**src/hdl/lbr_pkg.sv**
```systemverilog
package lbr_pkg;

	typedef struct packed {
		logic       kind;
		logic [8:0] col;
		logic [8:0] row;
		logic [7:0] red;
		logic [7:0] green;
		logic [7:0] blue;
		logic [7:0] alpha;
	} in_item_t;

	typedef struct packed {
		logic [7:0] byte0;
		logic [7:0] byte1;
		logic [7:0] byte2;
		logic [7:0] byte3;
		logic       inside_res;
	} out_item_t;

	typedef struct packed {
		logic [9:0] width;
		logic [9:0] height;
		logic       grey;
		logic       normal;
	} cfg_t;

	localparam logic KIND_LOAD = 1'b0;
	localparam logic KIND_REQ  = 1'b1;

	localparam logic [1:0] REG_SRC_W  = 2'd0;
	localparam logic [1:0] REG_SRC_H  = 2'd1;
	localparam logic [1:0] REG_GREY   = 2'd2;
	localparam logic [1:0] REG_NORMAL = 2'd3;

	localparam logic [9:0] SRC_DIM_RST = 10'd512;

	// 255.0 in 16.16
	localparam int NORM_D = 255 * 65536;

endpackage

```
**src/hdl/lbr_fifo.sv**
```systemverilog
module lbr_fifo import lbr_pkg::*; #(
	parameter int W = 8
) (
	input  logic         clk,
	input  logic         arst_n,
	input  logic         push,
	input  logic [W-1:0] din,
	input  logic         pop,
	output logic [W-1:0] dout,
	output logic         empty,
	output logic         room
);

	localparam int DEPTH = 4;
	localparam int PW = $clog2(DEPTH);

	logic [W-1:0] mem_q [DEPTH];
	logic [PW-1:0] wp_q, rp_q;
	logic [PW:0] cnt_q;

	assign empty = cnt_q == '0;
	assign room = cnt_q < (PW + 1)'(DEPTH - 1);
	assign dout = mem_q[rp_q];

	always_ff @(posedge clk or negedge arst_n) begin
		if (!arst_n) begin
			wp_q <= '0;
			rp_q <= '0;
			cnt_q <= '0;
		end else begin
			if (push)
				wp_q <= wp_q + PW'(1);
			if (pop)
				rp_q <= rp_q + PW'(1);
			if (push && !pop)
				cnt_q <= cnt_q + (PW + 1)'(1);
			else if (!push && pop)
				cnt_q <= cnt_q - (PW + 1)'(1);
		end
	end

	always_ff @(posedge clk) begin
		if (push)
			mem_q[wp_q] <= din;
	end

endmodule

```
**config.mk**
```make
export PLATFORM = sky130hd
export DESIGN_NAME = lbr_fifo
export DESIGN_NICKNAME = d
export VERILOG_FILES = /design/src/hdl/lbr_pkg.sv /design/src/hdl/lbr_fifo.sv
export SDC_FILE = /design/constraint.sdc
export NUM_CORES = 1
export LEC_CHECK = 0
export ABC_AREA = 1
export BUFFER_PORTS_ARGS = -buffer_cell sky130_fd_sc_hd__buf_2
export CORE_MARGIN = 4
export CORE_UTILIZATION = 59
export CTS_BUF_LIST = sky130_fd_sc_hd__clkbuf_8
export DETAILED_ROUTE_END_ITERATION = 8
export GPL_ROUTABILITY_DRIVEN = 0
export PLACE_DENSITY_LB_ADDON = 0.12
export REMOVE_ABC_BUFFERS = 1
export SLEW_MARGIN = 0
export SYNTH_ARGS = -nofsm -noshare
export SYNTH_HDL_FRONTEND = slang
export SYNTH_SLANG_ARGS = --single-unit
```
**constraint.sdc**
```tcl
create_clock -name clk -period 1.5 [get_ports clk]
set_input_delay 0.3 -clock clk [delete_from_list [all_inputs] [get_ports clk]]
set_output_delay 0.3 -clock clk [all_outputs]
set_load 0.01 [all_outputs]
```
==> results of run 1 <==
## repair_timing
action                                  CTS  global route
endpoints found under the setup margin    8             8
hold buffers                              1             0
gates resized for setup                   0             0
pin swaps                                 4             5
hold endpoints to repair                  7             0
## flip-flops by register name, indices dropped and copies added (netlist names)
| signal | flops |
|---|---|
| mem_q | 32 |
| wp_q | 2 |
| cnt_q | 3 |
| rp_q | 2 |
## layer usage
metal  wire length (um)  track usage  vias to the layer above
met5                  0            0                        -
met4                 36       0.0909                        0
met3                153       0.0661                        4
met2               1480        0.300                       20
met1               1160        0.210                      502
li1                   -            -                      518
## worst max-delay path by stage
stage,from,endpoint,depth (start not counted)
after detailed placement,pop,cnt_q[2]$_DFFE_PN0P_,9
final,rp_q[0]$_DFFE_PN0P_,dout[7],4
after global placement,pop,cnt_q[2]$_DFFE_PN0P_,9
after global routing,rp_q[0]$_DFFE_PN0P_,dout[5],4
after floorplan,rp_q[0]$_DFFE_PN0P_,dout[0],3
after CTS,rp_q[0]$_DFFE_PN0P_,dout[7],4
## metrics by stage
step	hold slack [ps]	power, mW	std cells	utilization	setup TNS [ps]
floorplan	4.41	2.40	135	-	0
global placement	140	2.89	191	0.666	0
detailed placement	152	2.96	191	0.666	0
CTS	213	3.98	200	0.717	-415
global route	213	4.24	200	0.717	-1050
finish	222	3.93	200	0.717	-269
## cells by family (layout without fill, tap and decap cells)
group,Yosys count,after routing,synth area share
simple gates,40,40,0.0910
flops,39,39,0.667
buf+inv,34,62,0.0940
compound gates,18,18,0.0793
fa+ha+maj,6,6,0.0485
xor+xnor,4,4,0.0206
## Yosys cell counts (all sizes together)
| cell | instances | area, um^2 |
|---|---|---|
| fa | 1 | 20.0 |
| a21oi | 1 | 5.00 |
| nand4 | 1 | 6.26 |
| o21ai | 1 | 5.00 |
| clkbuf | 1 | 5.00 |
| nand3 | 1 | 5.00 |
| nor3 | 1 | 5.00 |
| dfrtp | 7 | 175 |
| inv | 28 | 105 |
| xor2 | 3 | 26.3 |
| buf | 5 | 50.0 |
| o211ai | 16 | 125 |
| ha | 5 | 62.6 |
| nand2 | 37 | 139 |
| xnor2 | 1 | 8.76 |
| edfxtp | 32 | 961 |
## layout by cell type (no fill, tap or decap)
master	Yosys	final
nand2_1	37	37
edfxtp_1	32	32
inv_1	27	28
buf_2	1	21
o211ai_1	15	15
dfrtp_1	7	7
ha_1	5	5
clkbuf_8	0	5
xor2_1	3	3
buf_4	0	3
bufinv_16	0	2
inv_2	1	1
o211ai_2	1	1
a21oi_1	1	1
nor3_1	1	1
xnor2_1	1	1
o21ai_1	1	1
nand3_1	1	1
nand4_1	1	1
fa_1	1	1
dlygate4sd3_1	0	1
buf_12	0	1
## report_power, final
part / total [mW] / leakage [nW] / internal, mW / switching [mW]
Sequential: 1.60 / 0.377 / 1.45 / 0.145
Clock: 1.01 / 0.0695 / 0.658 / 0.352
Combinational: 1.32 / 0.454 / 0.531 / 0.790
## cell type report
class / instances / area share
clock buffers: 5 / 0.0348
clock inverters: 3 / 0.0323
inverters: 28 / 0.0531
multi-input cells: 68 / 0.206
flip-flops and latches: 39 / 0.574
well taps: 31 / 0.0196
repair buffers: 26 / 0.0797
==> qor.yml, run 1 <==
status: "finished, violations left"
violations: "negative setup slack"
hold_viol: 0
cts_buffers: 5
irDropWorstVdd_uv: 1700
reg2regPathDepth: 4
insertion_delay_ps: 290
clockBufferDepth: 2
final_nets: 186
die_area_um2: 3810
min-delay-start: "din[4]"
die_w_um: 61.7
clock_sinks: 39
p_leak_nw: 0.900
hold_path_depth: 1
worstPathCellList: "buf_12 -> o211ai_1 -> nand2_1 -> buf_2"
first_global_vias: 1015
diodes: 0
critical_path.endpoint_type: "output port"
power_per_cell_area_nw_per_um2: 1980
area_delta_synth_final_pct: 16.1
finClkSkew_ps: 6.29
mappedNetlistArea_um2: 1700
wl_per_cell_um: 14.1
drt_first_iter_violations: 41
grt_pass1_wl_mm: 4.67
final_area_um2: 1980
r2r-start: "wp_q[0]$_DFFE_PN0P_"
yosysUniqueCellTypes: 19
cp_slowest_cell: "dfrtp_1"
max_cap_viol_count: 0
track_usage: 0.182
slew_viol_final: 0
multiInputGateArea_um2: 408
hold-path-endpoint: "mem_q[3][4]$_DFFE_PP_"
place_ws_ps: 28.4
root_buffer: "clkbuf_8"
die_h_um: 61.7
initial_core_util: 0.618
grt-ovfl-total: 0
grt_start_max_net_pins: 35
synth_warnings: 0
syn_inst: 141
cts_setup_buffers: 0
drcViolationCount: 0
relSlewSlack: 0.746
cp_top_family: "flip-flops"
crit_type: "flip-flop to output port"
worstPathRequired_ps: 1200
fillers: 201
min_period_ps: 1570
timing.rr.end: "mem_q[0][0]$_DFFE_PP_"
ctsHtreeMaxLevel: 2
dr.pass1.iters: 4
dr_total_vias: 1044
drt-total-wl_mm: 2.83
ant_nets: 0
layout-drive-gt1-share: 0.201
slowest_delay_ps: 400
reg2reg_slack_ps: 130
path_buf_inv: 2
hold_path_class: "input port to flip-flop"
rsz0062_at_grt: "true"
ys_ff_latch: 39
seq_area_um2: 1140
dp_hpwl_mm: 1.90
antenna_found_initial: 0
core_um2: 2760
path_clk_slew_ps: 80
fin_crit_sh: 1.04
cp_max_fo: 34
io_buffers: 21
setup_slack_ps: -65.2
vias_per_cell: 5.22
place_area_um2: 1840
io_pins: 22
max_freq_mhz: 639
cts_tree: "done"
crit_arrival_ps: 1270
critPathLaunchType: "flip-flop"
syn_area_per_cell_um2: 12.1
num_rows: 19
setup_viol: 8
tightest_slew_ps: 380
yosysSeqAreaShare: 0.667
Power figures use the tool's default switching activity.
==> run 2: changes to the inputs <==
- SETUP_SLACK_MARGIN: unset -> 0.1
- clock period: 1.5 -> 1.44 ns (I/O delays scaled with it)
==> qor.yml, run 2 (synthesized netlist as in run 1, its figures left out) <==
cp_top_family: "flip-flops"
diodes: 0  # unchanged
io_buffers: 21  # unchanged
mostFrequentLayoutCells: "nand2_1 (37), edfxtp_1 (32), inv_1 (28)"
power_switching_share: 0.352  # +0.0243
vias_per_cell: 5.22  # about the same
path_buf_inv: 2  # unchanged
rsz0062_at_grt: "true"
reg.largest.list: "mem_q x32, cnt_q x3"
finalPower_mw: 3.90  # -0.73%
tightest_slew_ps: 367  # -13.3 ps
cp_max_fo: 34  # unchanged
max_freq_mhz: 648
dr_total_vias: 1071  # +2.6%
dr.pass1.iters: 4  # unchanged
wl_per_cell_um: 14.0  # -1.3%
critical_path.endpoint_type: "output port"
critPathLaunchType: "flip-flop"
grt_start_max_net_pins: 35  # unchanged
io_pins: 22  # unchanged
cp_slowest_cell: "dfrtp_1"
slowest_delay_ps: 400  # about the same
antenna_found_initial: 0  # unchanged
place_area_um2: 1900  # +3.3%
reg2reg_slack_ps: 150  # +20 ps
crit_type: "flip-flop to output port"
ant_nets: 0  # unchanged
combPwrFrac: 0.391  # +0.055
slew_viol_final: 0  # unchanged
clockPowerShare: 0.179  # -0.078
setup_viol: 8  # unchanged
relSlewSlack: 0.755  # +0.00889
status: "finished, violations left"
dp_hpwl_mm: 1.97  # +3.6%
p_sw_mw: 1.37  # +6.6%
timing.rr.end: "cnt_q[2]$_DFFE_PN0P_"
hold_viol: 0  # unchanged
die_h_um: 61.7  # unchanged
reg2regPathDepth: 5  # +1
cts_tree: "done"
finClkSkew_ps: 3.31  # -2.98 ps
cts_buffers: 5  # unchanged
drt_first_iter_violations: 33  # -20%
area_delta_synth_final_pct: 18.1
track_usage: 0.178  # -0.00392
worstPathCellList: "buf_12 -> o211ai_1 -> nand2_1 -> buf_2"
p_leak_nw: 0.910  # +1.1%
max_cap_viol_count: 0  # unchanged
intPower_mw: 2.53  # -4.3%
finalSetupTns_ps: -737  # -468 ps
multiInputGateArea_um2: 413  # +1.2%
clock_sinks: 39  # unchanged
drt-total-wl_mm: 2.86  # +1.1%
fin_crit_sh: 1.07
root_buffer: "clkbuf_8"
num_rows: 19  # unchanged
fin_util: 0.730  # +0.0127
drcViolationCount: 0  # unchanged
core_um2: 2760  # unchanged
irDropWorstVdd_uv: 1420  # -17%
pwr-share-seq: 0.430  # +0.024
ctsHtreeMaxLevel: 2  # unchanged
die_w_um: 61.7  # unchanged
layout-drive-gt1-share: 0.241  # +0.0402
fillers: 209  # +4.0%
setup_slack_ps: -104  # -38.4 ps
crit_arrival_ps: 1260  # about the same
worstSetupPathDepth: 4  # unchanged
grt_pass1_wl_mm: 4.55  # -2.7%
final_area_um2: 2010  # +1.8%
insertion_delay_ps: 290  # about the same
hold_path_class: "input port to flip-flop"
critical_path.startpoint: "rp_q[0]$_DFFE_PN0P_"
power_per_cell_area_nw_per_um2: 1940  # -2.5%
clockBufferDepth: 2  # unchanged
die_area_um2: 3810  # unchanged
final_nets: 191  # +2.7%
path_clk_slew_ps: 70  # about the same
regMostFlops: "mem_q"
layout_commonest_cell: "nand2_1"
worstPathRequired_ps: 1150  # -50 ps
whs_ps: 202  # -19.4 ps
grt-ovfl-total: 0  # unchanged
r2r-start: "cnt_q[0]$_DFFE_PN0P_"
initial_core_util: 0.618  # unchanged
largest_reg_flops: 32  # unchanged
seq_area_um2: 1140  # +0.22%
first_global_vias: 1015  # unchanged
violations: "negative setup slack"
min_period_ps: 1540
endpoint: "dout[3]"
run 2: worst min-delay path by stage:
stage          startpoint                     to  slack (ps)  cells after the start
5_1_grt            din[3]  mem_q[2][3]$_DFFE_PP_         200                      1
6_report              pop    rp_q[0]$_DFFE_PN0P_         200                      2
3_5_place_dp       arst_n    wp_q[0]$_DFFE_PN0P_         130                      1
4_1_cts               pop    rp_q[0]$_DFFE_PN0P_         200                      2
2_1_floorplan      arst_n   cnt_q[0]$_DFFE_PN0P_          -8                      0
3_3_place_gp       arst_n    wp_q[0]$_DFFE_PN0P_         130                      1
run 2: metal layers:
metal | track usage | vias to the layer above | routed length (um)
met5 | 0 | - | 0
met4 | 0.0818 | 0 | 53
met3 | 0.0702 | 7 | 198
met2 | 0.309 | 27 | 1500
met1 | 0.191 | 508 | 1110
li1 | - | 529 | -
run 2: power by group through the flow:
stage	clock [mW]	sequential, mW	combinational [mW]
floorplan	0	1.75	0.743
global placement	0	1.67	1.44
detailed placement	0	1.69	1.51
CTS	0.714	1.66	1.53
global route	0.771	1.71	1.73
finish	0.698	1.68	1.52
run 2: repair_timing:
action,4_1_cts,5_1_grt
setup endpoints to repair,9,11
pin swaps,6,4
hold buffers,1,0
resized for setup,0,3
buffers inserted,1,1
hold endpoints to repair,7,0
run 2: worst reg2reg max path, cell delays in order, from the launching register on:
cell	delay [ps]
dfrtp_2	440
fa_1	440
nand2_1	100
nand3_1	80
nand2_1	70
nand2_1	50
run 2: final cells by class:
cell class | count | area share
repair buffers | 31 | 0.116
flip-flops and latches | 39 | 0.566
multi-input cells | 68 | 0.205
well taps | 31 | 0.0193
clock buffers | 5 | 0.0342
clock inverters | 3 | 0.00808
inverters | 28 | 0.0522
run 2: through the flow:
stage               std cells  setup WS [ps]
global route              205           -225
finish                    205           -104
floorplan                 135           14.3
global placement          194           50.3
detailed placement        194          -27.0
CTS                       204           -119
==> run 3: changes to the inputs <==
- CORE_MARGIN: 4 -> unset
==> qor.yml, run 3 (synthesized netlist as in run 1, its figures left out) <==
worstPathCellList: "buf_12 -> o211ai_1 -> nand2_1 -> buf_2"
root_buffer: "clkbuf_8"
clock_sinks: 39  # unchanged
crit_arrival_ps: 1280  # +20 ps
drt-total-wl_mm: 2.86  # about the same
track_usage: 0.214  # +0.0354
regMostFlops: "mem_q"
drt_first_iter_violations: 47  # +42%
rsz0062_at_grt: "true"
endpoint: "dout[5]"
worstPathRequired_ps: 1150  # about the same
fin_util: 0.727  # -0.00318
setup_slack_ps: -132  # -28.5 ps
hold_viol: 0  # unchanged
path_clk_slew_ps: 70  # about the same
vias_per_cell: 5.17  # -1.1%
ant_nets: 0  # unchanged
irDropWorstVdd_uv: 1700  # +20%
critPathLaunchType: "flip-flop"
hold_path_class: "input port to flip-flop"
grt_start_max_net_pins: 35  # unchanged
diodes: 0  # unchanged
die_h_um: 55.7  # -9.7%
crit_type: "flip-flop to output port"
power_per_cell_area_nw_per_um2: 1940  # +0.20%
finalSetupTns_ps: -882  # -145 ps
antenna_found_initial: 0  # unchanged
dr.pass1.iters: 4  # unchanged
finClkSkew_ps: 3.82  # +0.510 ps
violations: "negative setup slack"
min_period_ps: 1570  # +28.5 ps
fin_crit_sh: 1.09  # +0.0198
ctsHtreeMaxLevel: 2  # unchanged
io_buffers: 21  # unchanged
die_area_um2: 3110  # -18%
dr_total_vias: 1064  # -0.65%
reg.largest.list: "mem_q x32, cnt_q x3"
cp_top_family: "flip-flops"
max_freq_mhz: 636  # -1.8%
finalPower_mw: 3.89  # -0.24%
cts_buffers: 5  # unchanged
timing.rr.end: "mem_q[1][5]$_DFFE_PP_"
reg2reg_slack_ps: 180  # +30 ps
core_um2: 2760  # unchanged
layout_commonest_cell: "nand2_1"
wl_per_cell_um: 13.9  # -0.52%
worstSetupPathDepth: 4  # unchanged
io_pins: 22  # unchanged
path_buf_inv: 2  # unchanged
instances_no_fill: 206  # +0.49%
critical_path.startpoint: "rp_q[0]$_DFFE_PN0P_"
r2r-start: "wp_q[0]$_DFFE_PN0P_"
clockBufferDepth: 2  # unchanged
drcViolationCount: 0  # unchanged
largest_reg_flops: 32  # unchanged
cp_slowest_cell: "dfrtp_1"
critical_path.endpoint_type: "output port"
cp_max_fo: 34  # unchanged
insertion_delay_ps: 290  # about the same
slowest_delay_ps: 400  # about the same
cts_tree: "done"
final_area_um2: 2000  # -0.44%
die_w_um: 55.7  # -9.7%
whs_ps: 206  # +4.04 ps
place_area_um2: 1860  # -1.7%
p_leak_nw: 0.893  # -1.9%
tightest_slew_ps: 215  # -151 ps
num_rows: 19  # unchanged
status: "finished, violations left"
first_global_vias: 1135  # +12%
dp.cells: 193  # -0.52%
place_ws_ps: -45.2  # -18.2 ps
area_delta_synth_final_pct: 17.6
slew_viol_final: 0  # unchanged
mostFrequentLayoutCells: "nand2_1 (37), edfxtp_1 (32), inv_1 (26)"
grt-ovfl-total: 0  # unchanged
dp_hpwl_mm: 1.91  # -3.1%
layout-drive-gt1-share: 0.257  # +0.0158
initial_core_util: 0.618  # unchanged
setup_viol: 8  # unchanged
reg2regPathDepth: 5  # unchanged
relSlewSlack: 0.856  # +0.101
final_nets: 192  # +0.52%
max_cap_viol_count: 0  # unchanged
grt_pass1_wl_mm: 4.81  # +5.8%
run 3: layer usage:
metal  track usage  share of wire  vias to the layer above
met1         0.245           0.45                      501
met2         0.349           0.49                       25
li1              -              -                      532
met5             0              0                        -
met4         0.136          0.016                        0
met3        0.0651          0.041                        6
run 3: worst min path at each step:
stage | endpoint | depth (start not counted) | startpoint
3_3_place_gp | wp_q[0]$_DFFE_PN0P_ | 1 | arst_n
2_1_floorplan | cnt_q[0]$_DFFE_PN0P_ | 0 | arst_n
6_report | mem_q[3][3]$_DFFE_PP_ | 1 | din[3]
3_5_place_dp | wp_q[1]$_DFFE_PN0P_ | 1 | arst_n
4_1_cts | mem_q[3][3]$_DFFE_PP_ | 1 | din[3]
5_1_grt | mem_q[3][3]$_DFFE_PP_ | 1 | din[3]
run 3: final cells by class:
cell class / count / area [um^2]
multi-input combinational: 68 / 419
fill: 213 / 753
tap: 31 / 38.8
timing repair buffer: 32 / 215
clock buffer: 5 / 68.8
sequential: 39 / 1140
inverter: 28 / 109
clock inverter: 3 / 15.0
run 3: what timing repair did:
action	4_1_cts	5_1_grt
resized for setup	0	6
hold endpoints to repair	7	0
pin swaps	2	3
hold buffers	1	0
buffers inserted	2	2
setup endpoints to repair	9	19
run 3: power by group:
| part | switching (mW) | leakage, nW | total, mW | internal [mW] |
|---|---|---|---|---|
| clock | 0.371 | 0.0392 | 0.699 | 0.328 |
| combinational | 0.841 | 0.479 | 1.50 | 0.661 |
| sequential | 0.172 | 0.375 | 1.69 | 1.52 |
