**src/hdl/lbr_pkg.sv**
```systemverilog
package lbr_pkg;

	typedef struct packed {
		logic       kind;
		logic [8:0] col;
		logic [8:0] row;
		logic [7:0] red;
		logic [7:0] green;
		logic [7:0] blue;
		logic [7:0] alpha;
	} in_item_t;

	typedef struct packed {
		logic [7:0] byte0;
		logic [7:0] byte1;
		logic [7:0] byte2;
		logic [7:0] byte3;
		logic       inside_res;
	} out_item_t;

	typedef struct packed {
		logic [9:0] width;
		logic [9:0] height;
		logic       grey;
		logic       normal;
	} cfg_t;

	localparam logic KIND_LOAD = 1'b0;
	localparam logic KIND_REQ  = 1'b1;

	localparam logic [1:0] REG_SRC_W  = 2'd0;
	localparam logic [1:0] REG_SRC_H  = 2'd1;
	localparam logic [1:0] REG_GREY   = 2'd2;
	localparam logic [1:0] REG_NORMAL = 2'd3;

	localparam logic [9:0] SRC_DIM_RST = 10'd512;

	// 255.0 in 16.16
	localparam int NORM_D = 255 * 65536;

endpackage

```
**src/hdl/lbr_front.sv**
```systemverilog
module lbr_front import lbr_pkg::*; #(
	parameter int ATLAS_SIZE = 512,
	parameter int MAX_SOURCE_DIM = 512,
	localparam int AIW = $clog2(ATLAS_SIZE),
	localparam int XW = $clog2(MAX_SOURCE_DIM),
	localparam int EW = 1 + 2 * XW + 8,
	localparam int QEW = 3 + 4 * XW + 16 + 32
) (
	input  logic           clk,
	input  logic           arst_n,
	input  logic           start,
	input  in_item_t       item,
	output logic           busy,
	input  logic           setup_ready,
	input  logic           room,
	output logic [AIW-1:0] rd_col,
	output logic [AIW-1:0] rd_row,
	input  logic [EW-1:0]  tab_x,
	input  logic [EW-1:0]  tab_y,
	output logic           push,
	output logic [QEW-1:0] entry
);

	logic accept, valid_s1, col_ok_s1, row_ok_s1, ld_ok;
	in_item_t item_s1;
	logic tx_in, ty_in, in_area;
	logic [XW-1:0] tx0, tx1, ty0, ty1, x0, x1, y0, y1;
	logic [7:0] tfx, tfy;

	assign busy = !setup_ready || !room;
	assign accept = start && !busy;
	assign rd_col = AIW'(item.col);
	assign rd_row = AIW'(item.row);

	always_ff @(posedge clk or negedge arst_n) begin
		if (!arst_n)
			valid_s1 <= 1'b0;
		else
			valid_s1 <= accept;
	end

	always_ff @(posedge clk) begin
		item_s1 <= item;
		col_ok_s1 <= 32'(item.col) < ATLAS_SIZE;
		row_ok_s1 <= 32'(item.row) < ATLAS_SIZE;
	end

	assign {tx_in, tx0, tx1, tfx} = tab_x;
	assign {ty_in, ty0, ty1, tfy} = tab_y;

	always_comb begin
		ld_ok = (32'(item_s1.col) < MAX_SOURCE_DIM) && (32'(item_s1.row) < MAX_SOURCE_DIM);
		in_area = col_ok_s1 && row_ok_s1 && tx_in && ty_in;
		if (item_s1.kind == KIND_LOAD) begin
			x0 = XW'(item_s1.col);
			y0 = XW'(item_s1.row);
			x1 = x0;
			y1 = y0;
		end else begin
			x0 = tx0;
			x1 = tx1;
			y0 = ty0;
			y1 = ty1;
		end
	end

	assign push = valid_s1;
	assign entry = {item_s1.kind, ld_ok, in_area, x0, x1, y0, y1, tfx, tfy,
		item_s1.alpha, item_s1.blue, item_s1.green, item_s1.red};

endmodule

```
**config.mk**
```make
export PLATFORM = sky130hd
export DESIGN_NAME = lbr_front
export DESIGN_NICKNAME = d
export VERILOG_FILES = /design/src/hdl/lbr_pkg.sv /design/src/hdl/lbr_front.sv
export SDC_FILE = /design/constraint.sdc
export NUM_CORES = 1
export LEC_CHECK = 0
export BUFFER_PORTS_ARGS = -buffer_cell sky130_fd_sc_hd__buf_2
export CAP_MARGIN = 20
export CORE_AREA = 2 2 84 86
export CTS_BUF_LIST = sky130_fd_sc_hd__clkbuf_2 sky130_fd_sc_hd__clkbuf_4 sky130_fd_sc_hd__clkbuf_8
export CTS_CLUSTER_SIZE = 24
export DETAILED_ROUTE_END_ITERATION = 8
export DIE_AREA = 0 0 86 88
export PLACE_DENSITY_LB_ADDON = 0.12
export SLEW_MARGIN = 25
export SYNTH_ARGS = -nofsm -noshare
export SYNTH_HDL_FRONTEND = slang
export SYNTH_SLANG_ARGS = --single-unit
```
**constraint.sdc**
```tcl
create_clock -name clk -period 2.05 [get_ports clk]
set_clock_uncertainty 0.1 [all_clocks]
set_input_delay 0.3075 -clock clk [delete_from_list [all_inputs] [get_ports clk]]
set_output_delay 0.3075 -clock clk [all_outputs]
set_load 0.01 [all_outputs]
```
==> impl_metrics.csv, run 1 <==
group,metric,value,unit
drt,vias,1592,
place,place.gp.congestion,0.7133,
floorplan,rows,30,
pwr,ir_drop,0.3569,mV
synth,ys_seq_area_frac,0.4813,
grt,antenna_found_initial,0,
clock_network,clk_path_buf_depth,2,
synth,synth_simple_gate_area_frac,0.007484,
synth,synthAdderAreaFrac,0,
synth,synth_top_family_by_area,"buffers and inverters",
worst_setup_path,cp.required,1.64,ns
clock_network,h-tree-depth,2,
grt,grt_remaining_overflow,0,
timing,tns,0,ns
timing,rsz0062_at_grt,"false",
final_layout,post-route-util,0.4659,
synth,netlist_top_cells_area,"dfxtp_1 47%, buf_4 24%, mux2_4 21%",
grt,grt_max_degree,30,
final_layout,n_antenna_cell,0,
clock_network,cts-buffers-inserted,5,
synth,synth.area.mux_share,0.2383,
synth,synth_top_flop_cell,"dfxtp_1",
timing,post-route-min-period,1.794,ns
status,status,"finished, final reports clean",
place,placed_area,2629,µm²
drt,drc,0,
timing,fmax,557.5,MHz
synth,synthTopCellsByCount,"69 x buf_4, 51 x dfxtp_1, 30 x mux2_4, 6 x mux2_2, 3 x buf_12",
synth,synthXorXnorAreaFrac,0,
timing,timing.final.crit_share,0.8750,
worst_setup_path,crit_arrival,1.39,ns
floorplan,core,6644,µm²
floorplan,ioPinCount,217,
floorplan,die_w,86,µm
floorplan,die_area,7568,µm²
clock_network,cts_tree,"yes",
drt,via_per_inst,3.960,
flow_run,drv_cap,0,
timing,setup_viol,0,
synth,ys_ff_latch,52,
synth,syn-num-nets,275,
synth,synth-edff-count,0,
worst_setup_path,crit_path_start,"entry[86]",
synth,ys_types,11,
floorplan,die_y,88,µm
grt,grt_first_pass_wirelength,6.982,mm
final_layout,nets,431,
worst_setup_path,crit_type,"reg -> out",
place,port_buffers,183,
place,hpwl,3.778,mm
grt,grt_pass1_vias,1442,
drt,wl,5.107,mm
grt,grtUsageTotal,0.1210,
final_layout,drive_above_1_share,0.7143,
timing,hold_viol_final,0,
synth,synth.most_common_cell,"buf_4",
clock_network,cts.sinks,52,
clock_network,root_buffer,"clkbuf_8",
worst_setup_path,crit_fanout,29,
worst_setup_path,worst_setup_path_end_kind,"output pin",
drt,post_drt_wl_per_cell,12.70,µm
min_path,min-delay-start,"item[32]",
final_layout,num-fill-cells,632,
synth,postSynthAreaPerCell,13.17,µm²
clock_network,clk_pin_slew,0.10,ns
floorplan,start_util,0.3271,
worst_setup_path,start_kind,"register",
drt,ant_nets,0,
synth,synthCells,165,
final_layout,final_area,3095,µm²
timing,maxSlewViolCount,0,
pwr,leakage,1.664,nW
clock_network,post_cts_resize_count,0,
min_path,min_path_type,"in -> reg",
synth,ys_warn_count,0,
final_layout,syn_to_final_growth,42.43,%
synth,async_flop_share,0.01923,
synth,yosys.area.top_type,"dfxtp_1",
drt,dr.pass1.iters,2,
drt,drt_iter0_markers,16,
synth,syn-cell-area,2173,µm²
synth,synth_top_area_frac,0.4698,
synth,synth_compound_area_frac,0,
pwr,power_density,685.6,nW/µm²
placed cells by master (no fill, tap or decap):
cell type and count:
and2_1 1, and3_1 1, buf_12 1, buf_2 183, buf_4 1, clkbuf_8 5
clkinv_4 1, clkinvlp_4 1, conb_1 1, dfrtp_1 1, dfxtp_1 50, dfxtp_2 1
dlygate4sd3_1 37, inv_8 1, mux2_2 6, mux2_4 30, nand2_1 1
sequential cells by signal (all words and copies together), names as in the netlist:
| register | cells |
|---|---|
| entry | 33 |
| item_s1 | 18 |
| push | 1 |
worst max-delay path, cell delays in order (launching register included):
cell and delay, ns:
dfxtp_2 0.36, buf_12 0.22, mux2_2 0.36, buf_2 0.14
path summary, 6_finish.rpt:
path	cells past startpoint	slack (ns)	endpoint
worst max-delay path	3	0.26	entry[65]
worst min-delay path	1	0.02	item_s1[32]
max in group asynchronous	2	1.59	push
min in group asynchronous	2	0.18	push
per-layer routing:
metal  up-vias  share of wire  GRT usage
met1       692           0.34     0.1249
met2       125           0.52     0.2199
met5         -              0          0
met3         4           0.13    0.05278
li1        771              -          -
met4         0         0.0084    0.04040
area by class of cell:
class,count,area (µm²),share of cell area
clock buffers,5,68.82,0.02223
clock inverters,3,27.53,0.008892
multi-input cells,40,538.0,0.1738
flip-flops and latches,52,1047,0.3383
well taps,80,100.1,0.03234
repair buffers,222,1314,0.4244
cell families (layout without fill, tap and decap cells):
kind of cell	count (synthesis)	count (layout)
buf+inv	73	230
flops	52	52
mux	36	36
other cells	1	1
simple gates	3	3
power breakdown:
group | switching (W) | internal [W]
clock network | 0.000359 | 0.000251
registers | 0.0000176 | 0.00106
logic | 0.000167 | 0.000263
what timing repair did:
item                      CTS  global route
hold buffers               35             2
setup buffers               0             0
hold endpoints to repair   35             2
metrics by stage:
step           cells  hold slack, ns  total power, W  worst slack [ns]
2_1_floorplan    165        -0.08809        0.001395            0.7102
3_3_place_gp     357        -0.01665        0.001483            0.5885
3_5_place_dp     357        -0.01694        0.001484            0.5688
4_1_cts          400       0.0002127        0.002156            0.2172
5_1_grt          402        0.001512        0.002231            0.1768
6_report         402         0.01661        0.002122            0.2563
Note: power is estimated with default switching activity, not from simulation.
==> run 2, diff against run 1 <==
- ABC_AREA: not set -> 1
- CORE_AREA: 2 2 84 86 -> 2 2 83 85
- DIE_AREA: 0 0 86 88 -> 0 0 85 87
==> impl_metrics.csv, run 2 <==
group,metric,value,unit
status,status,"finished, final reports clean",
timing,timing.final.crit_share,0.8645,
synth,synth_top_flop_cell,"dfxtp_1",
pwr,swShare,0.2603,
floorplan,die_area,7395,µm²
synth,synth_compound_area_frac,0,
pwr,power_density,689.7,nW/µm²
grt,grt_first_pass_wirelength,7.231,mm
drt,wl,4.869,mm
floorplan,core,6569,µm²
floorplan,die_w,85,µm
synth,ys_types,12,
synth,postSynthAreaPerCell,9.258,µm²
synth,synthAdderAreaFrac,0,
pwr,p_switching,0.0005341,W
synth,synthTopCellsByCount,"82 x nand2_1, 71 x buf_4, 51 x dfxtp_1, 10 x nand2_4, 2 x inv_1",
worst_setup_path,cp_slowest_stage_delay,0.51,ns
timing,tns,0,ns
final_layout,largest_register_ffs,33,
clock_network,cts.sinks,52,
place,pre_cts_ws,0.5957,ns
synth,ys_ff_latch,52,
drt,drt_iter0_markers,41,
drt,ant_nets,0,
worst_setup_path,crit_type,"reg -> out",
place,hpwl,3.706,mm
floorplan,start_util,0.3143,
synth,synth_simple_gate_area_frac,0.2055,
final_layout,num-fill-cells,649,
timing,setup_viol,0,
synth,ys_warn_count,0,
worst_setup_path,crit_fanout,20,
worst_setup_path,start_kind,"register",
clock_network,clk_path_buf_depth,2,
worst_setup_path,cp.required,1.64,ns
pwr,power_frac_comb,0.191,
grt,grtUsageTotal,0.1237,
synth,synthCells,223,
clock_network,cts-buffers-inserted,5,
timing,hold_viol_final,0,
pwr,clkPwrFrac,0.281,
timing,post-route-min-period,1.772,ns
clock_network,hold_buffers,32,
pwr,leakage,1.739,nW
grt,grt_remaining_overflow,0,
worst_setup_path,crit_arrival,1.36,ns
final_layout,syn_to_final_growth,44.12,%
drt,via_per_inst,3.867,
synth,async_flop_share,0.01923,
drt,post_drt_wl_per_cell,10.63,µm
final_layout,layout_common_cells,"183 x buf_2, 82 x nand2_1, 51 x dfxtp_1",
clock_network,post_cts_buffers,0,
timing,fmax,564.2,MHz
place,place.gp.congestion,0.7704,
clock_network,h-tree-depth,2,
clock_network,root_buffer,"clkbuf_8",
timing,maxSlewViolCount,0,
synth,netlist_top_cells_area,"dfxtp_1 49%, buf_4 26%, nand2_1 15%",
synth,synth_top_area_frac,0.4945,
grt,grt_pass1_vias,1653,
min_path,whs_path_depth,1,
final_layout,n_antenna_cell,0,
worst_setup_path,worst_setup_path_end_kind,"output pin",
min_path,min_path_type,"in -> reg",
final_layout,final_common_cell,"buf_2",
synth,synth.most_common_cell,"nand2_1",
clock_network,post_cts_resize_count,0,
clock_network,cts_tree,"yes",
worst_setup_path,crit_path_top_delay_cell,"dfxtp_1",
grt,antenna_found_initial,0,
floorplan,die_y,87,µm
pwr,power.share.sequential,0.528,
synth,syn-num-nets,333,
pwr,ir_drop,0.4273,mV
worst_setup_path,critPathMostFrequentCell,"nand2_1",
worst_setup_path,cp_num_buf_inv,2,
timing,setup_slack,0.2777,ns
final_layout,drive_above_1_share,0.5397,
synth,synth_top_family_by_area,"buffers and inverters",
worst_setup_path,crit_cells,4,
drt,vias,1771,
final_layout,nets,487,
timing,rsz0062_at_grt,"false",
floorplan,ioPinCount,217,
synth,ys_seq_area_frac,0.5067,
synth,synth.area.mux_share,0,
drt,dr.pass1.iters,6,
flow_run,drv_cap,0,
floorplan,rows,30,
pwr,p_int,0.001518,W
clock_network,clk_pin_slew,0.10,ns
grt,grt_max_degree,21,
synth,synthXorXnorAreaFrac,0,
synth,syn-cell-area,2064,µm²
drt,drc,0,
worst_setup_path,crit_chain,"buf_4 > nand2_1 > nand2_1 > buf_2",
worst_setup_path,path_delay_family,"flip-flops",
place,port_buffers,183,
synth,synth-edff-count,0,
synth,yosys.area.top_type,"dfxtp_1",
==> run 2: changes by cell type in the layout (fill, tap and decap cells not counted), sizes merged <==
| cell | change |
|---|---|
| inv | +3 |
| and2 | -1 |
| nand2 | +91 |
| clkinv | +1 |
| and3 | -1 |
| mux2 | -36 |
| clkinvlp | -1 |
| dlygate4sd3 | -1 |
| nor2 | +1 |
==> run 2: cells by family after synthesis <==
| logic type | count (synthesis) |
|---|---|
| and+or+nand+nor | 93 |
| buffers and inverters | 77 |
| DFF | 52 |
| other | 1 |
==> run 2: stage by stage <==
stage	cell area (µm²)	util	power [W]	hold WS, ns	cells
6_report	2975	0.4530	0.002052	0.02201	458
5_1_grt	2975	0.4530	0.002178	0.001426	458
4_1_cts	2935	0.4469	0.002083	0.002089	454
3_5_place_dp	2524	0.3842	0.001451	-0.01047	414
3_3_place_gp	2524	0.3842	0.001450	-0.006444	414
2_1_floorplan	2064	-	0.001358	-0.08809	223
==> run 2: final timing paths <==
path / endpoint / start
worst min-delay path: item_s1[49] / item[49]
max in group asynchronous: push / arst_n
worst max-delay path: entry[57] / entry[86]
min in group asynchronous: push / arst_n
==> run 2: final cells by class <==
class                      instances  area (µm²)  share of cell area
timing repair buffer             221        1291              0.4340
inverter                           3       18.77            0.006308
multi-input combinational         94       427.9              0.1438
clock buffer                       5       68.82             0.02313
sequential                        52        1046              0.3516
clock inverter                     3       22.52            0.007569
tap                               80       100.1             0.03364
==> run 2: layer usage <==
metal | part of all wire | global-route usage | up-vias
met2 | 0.50 | 0.2237 | 125
met1 | 0.36 | 0.1254 | 743
met4 | 0.0066 | 0.04473 | 0
met5 | 0 | 0 | -
met3 | 0.14 | 0.05592 | 2
li1 | - | - | 901
==> run 2: power groups by stage <==
stage	Combinational (W)	Sequential [W]	Clock, W
after global placement	0.000343	0.00111	0
after CTS	0.000390	0.00108	0.000609
after detailed placement	0.000343	0.00111	0
final	0.000392	0.00108	0.000576
after floorplan	0.000253	0.00110	0
after global routing	0.000433	0.00109	0.000655
==> run 3, diff against run 2 <==
- GPL_TIMING_DRIVEN: not set -> 0
==> impl_metrics.csv, run 3 (same netlist as run 2, synthesis figures left out) <==
group,metric,value,unit
clock_network,h-tree-depth,2,
timing,maxSlewViolCount,0,
floorplan,die_y,87,µm
clock_network,clk_pin_slew,0.09,ns
clock_network,cts_tree,"yes",
drt,drc,0,
grt,antenna_found_initial,0,
clock_network,cts-buffers-inserted,5,
worst_setup_path,cp_slowest_stage_delay,0.35,ns
timing,hold_viol_final,0,
timing,timing.final.crit_share,0.8250,
timing,setup_slack,0.3588,ns
worst_setup_path,crit_chain,"buf_6 > clkbuf_4 > nand2_1 > nand2_1 > buf_2",
floorplan,ioPinCount,217,
floorplan,rows,30,
clock_network,root_buffer,"clkbuf_8",
worst_setup_path,crit_arrival,1.28,ns
worst_setup_path,cp_num_buf_inv,3,
worst_setup_path,crit_path_top_delay_cell,"dfxtp_1",
place,pre_cts_ws,0.6620,ns
grt,grt_max_degree,17,
worst_setup_path,crit_type,"reg -> out",
grt,grtUsageTotal,0.1451,
worst_setup_path,cp.required,1.64,ns
final_layout,syn_to_final_growth,75.21,%
final_layout,drive_above_1_share,0.6320,
final_layout,n_antenna_cell,0,
grt,grt_pass1_vias,1871,
timing,tns,0,ns
final_layout,seq_area,1046,µm²
grt,grt_remaining_overflow,0,
flow_run,drv_cap,0,
clock_network,post_cts_resize_count,0,
timing,fmax,591.3,MHz
worst_setup_path,crit_cells,5,
drt,via_per_inst,3.760,
place,port_buffers,199,
final_layout,layout_common_cells,"199 x buf_2, 82 x nand2_1, 71 x buf_4",
final_layout,post-route-util,0.5507,
grt,grt_first_pass_wirelength,8.576,mm
drt,post_drt_wl_per_cell,10.52,µm
worst_setup_path,crit_fanout,10,
worst_setup_path,worst_setup_path_end_kind,"output pin",
worst_setup_path,start_kind,"register",
floorplan,die_w,85,µm
final_layout,multi_input_area,427.9,µm²
floorplan,core,6569,µm²
drt,vias,2038,
floorplan,start_util,0.3143,
clock_network,cts.sinks,52,
final_layout,largest_register_ffs,33,
final_layout,stdcell_count,542,
timing,rsz0062_at_grt,"false",
clock_network,clk_path_buf_depth,2,
pwr,ir_drop,0.5315,mV
status,status,"finished, final reports clean",
drt,wl,5.704,mm
min_path,min_path_type,"in -> reg",
timing,post-route-min-period,1.691,ns
final_layout,nets,571,
drt,drt_iter0_markers,52,
drt,ant_nets,0,
drt,dr.pass1.iters,4,
pwr,leakage,2.156,nW
place,place.gp.congestion,0.7443,
final_layout,num-fill-cells,626,
final_layout,final_common_cell,"buf_2",
pwr,power_density,670.2,nW/µm²
floorplan,die_area,7395,µm²
place,hpwl,4.374,mm
place,placed_cells,502,
worst_setup_path,path_delay_family,"buffers and inverters",
timing,setup_viol,0,
min_path,whs_path_depth,1,
worst_setup_path,critPathMostFrequentCell,"nand2_1",
## run 3: cell count changes in the layout (fill, tap and decap cells not counted), moves of 2 or more
| cell | change |
|---|---|
| buf_4 | +69 |
| buf_2 | +16 |
| dlygate4sd3_1 | -4 |
| bufinv_16 | +2 |
| clkbuf_4 | +2 |
## run 3: cell type report
| type | count | share of cell area |
|---|---|---|
| buffer | 74 | 0.1581 |
| clock buffer | 6 | 0.02110 |
| clock inverter | 2 | 0.01660 |
| inverter | 3 | 0.005189 |
| multi-input combinational | 94 | 0.1183 |
| sequential | 52 | 0.2892 |
| tap | 80 | 0.02767 |
| timing repair buffer | 231 | 0.3639 |
## run 3: per-stage QoR
step | hold WS, ns | area (µm²) | total power, W
final | 0.01756 | 3617 | 0.002424
after global routing | 0.002842 | 3617 | 0.002549
after CTS | 0.0008202 | 3617 | 0.002465
after detailed placement | -0.01039 | 3161 | 0.001584
after global placement | -0.01514 | 3161 | 0.001579
after floorplan | -0.08809 | 2064 | 0.001358
## run 3: path summary, 6_finish.rpt
path	startpoint	to	slack, ns
max in group asynchronous	arst_n	push	1.54
min in group asynchronous	arst_n	push	0.21
hold / removal	item[31]	entry[7]	0.02
setup / recovery	entry[86]	entry[48]	0.36
## run 3: where the power goes
group          total (W)  switching (W)  internal, W
clock network   0.000821       0.000320     0.000501
logic           0.000520       0.000218     0.000302
registers        0.00108      0.0000190      0.00106
## run 3: what timing repair did
item                      CTS  global route
setup buffers               0             0
hold endpoints to repair   32             0
hold buffers               32             0
## run 3: per-layer routing
| metal | part of all wire | GRT usage | routed length [µm] | vias up |
|---|---|---|---|---|
| li1 | - | - | - | 1071 |
| met1 | 0.39 | 0.1689 | 2225 | 844 |
| met2 | 0.49 | 0.2543 | 2793 | 121 |
| met3 | 0.11 | 0.05024 | 655 | 2 |
| met4 | 0.0051 | 0.03896 | 29 | 0 |
| met5 | 0 | 0 | 0 | - |
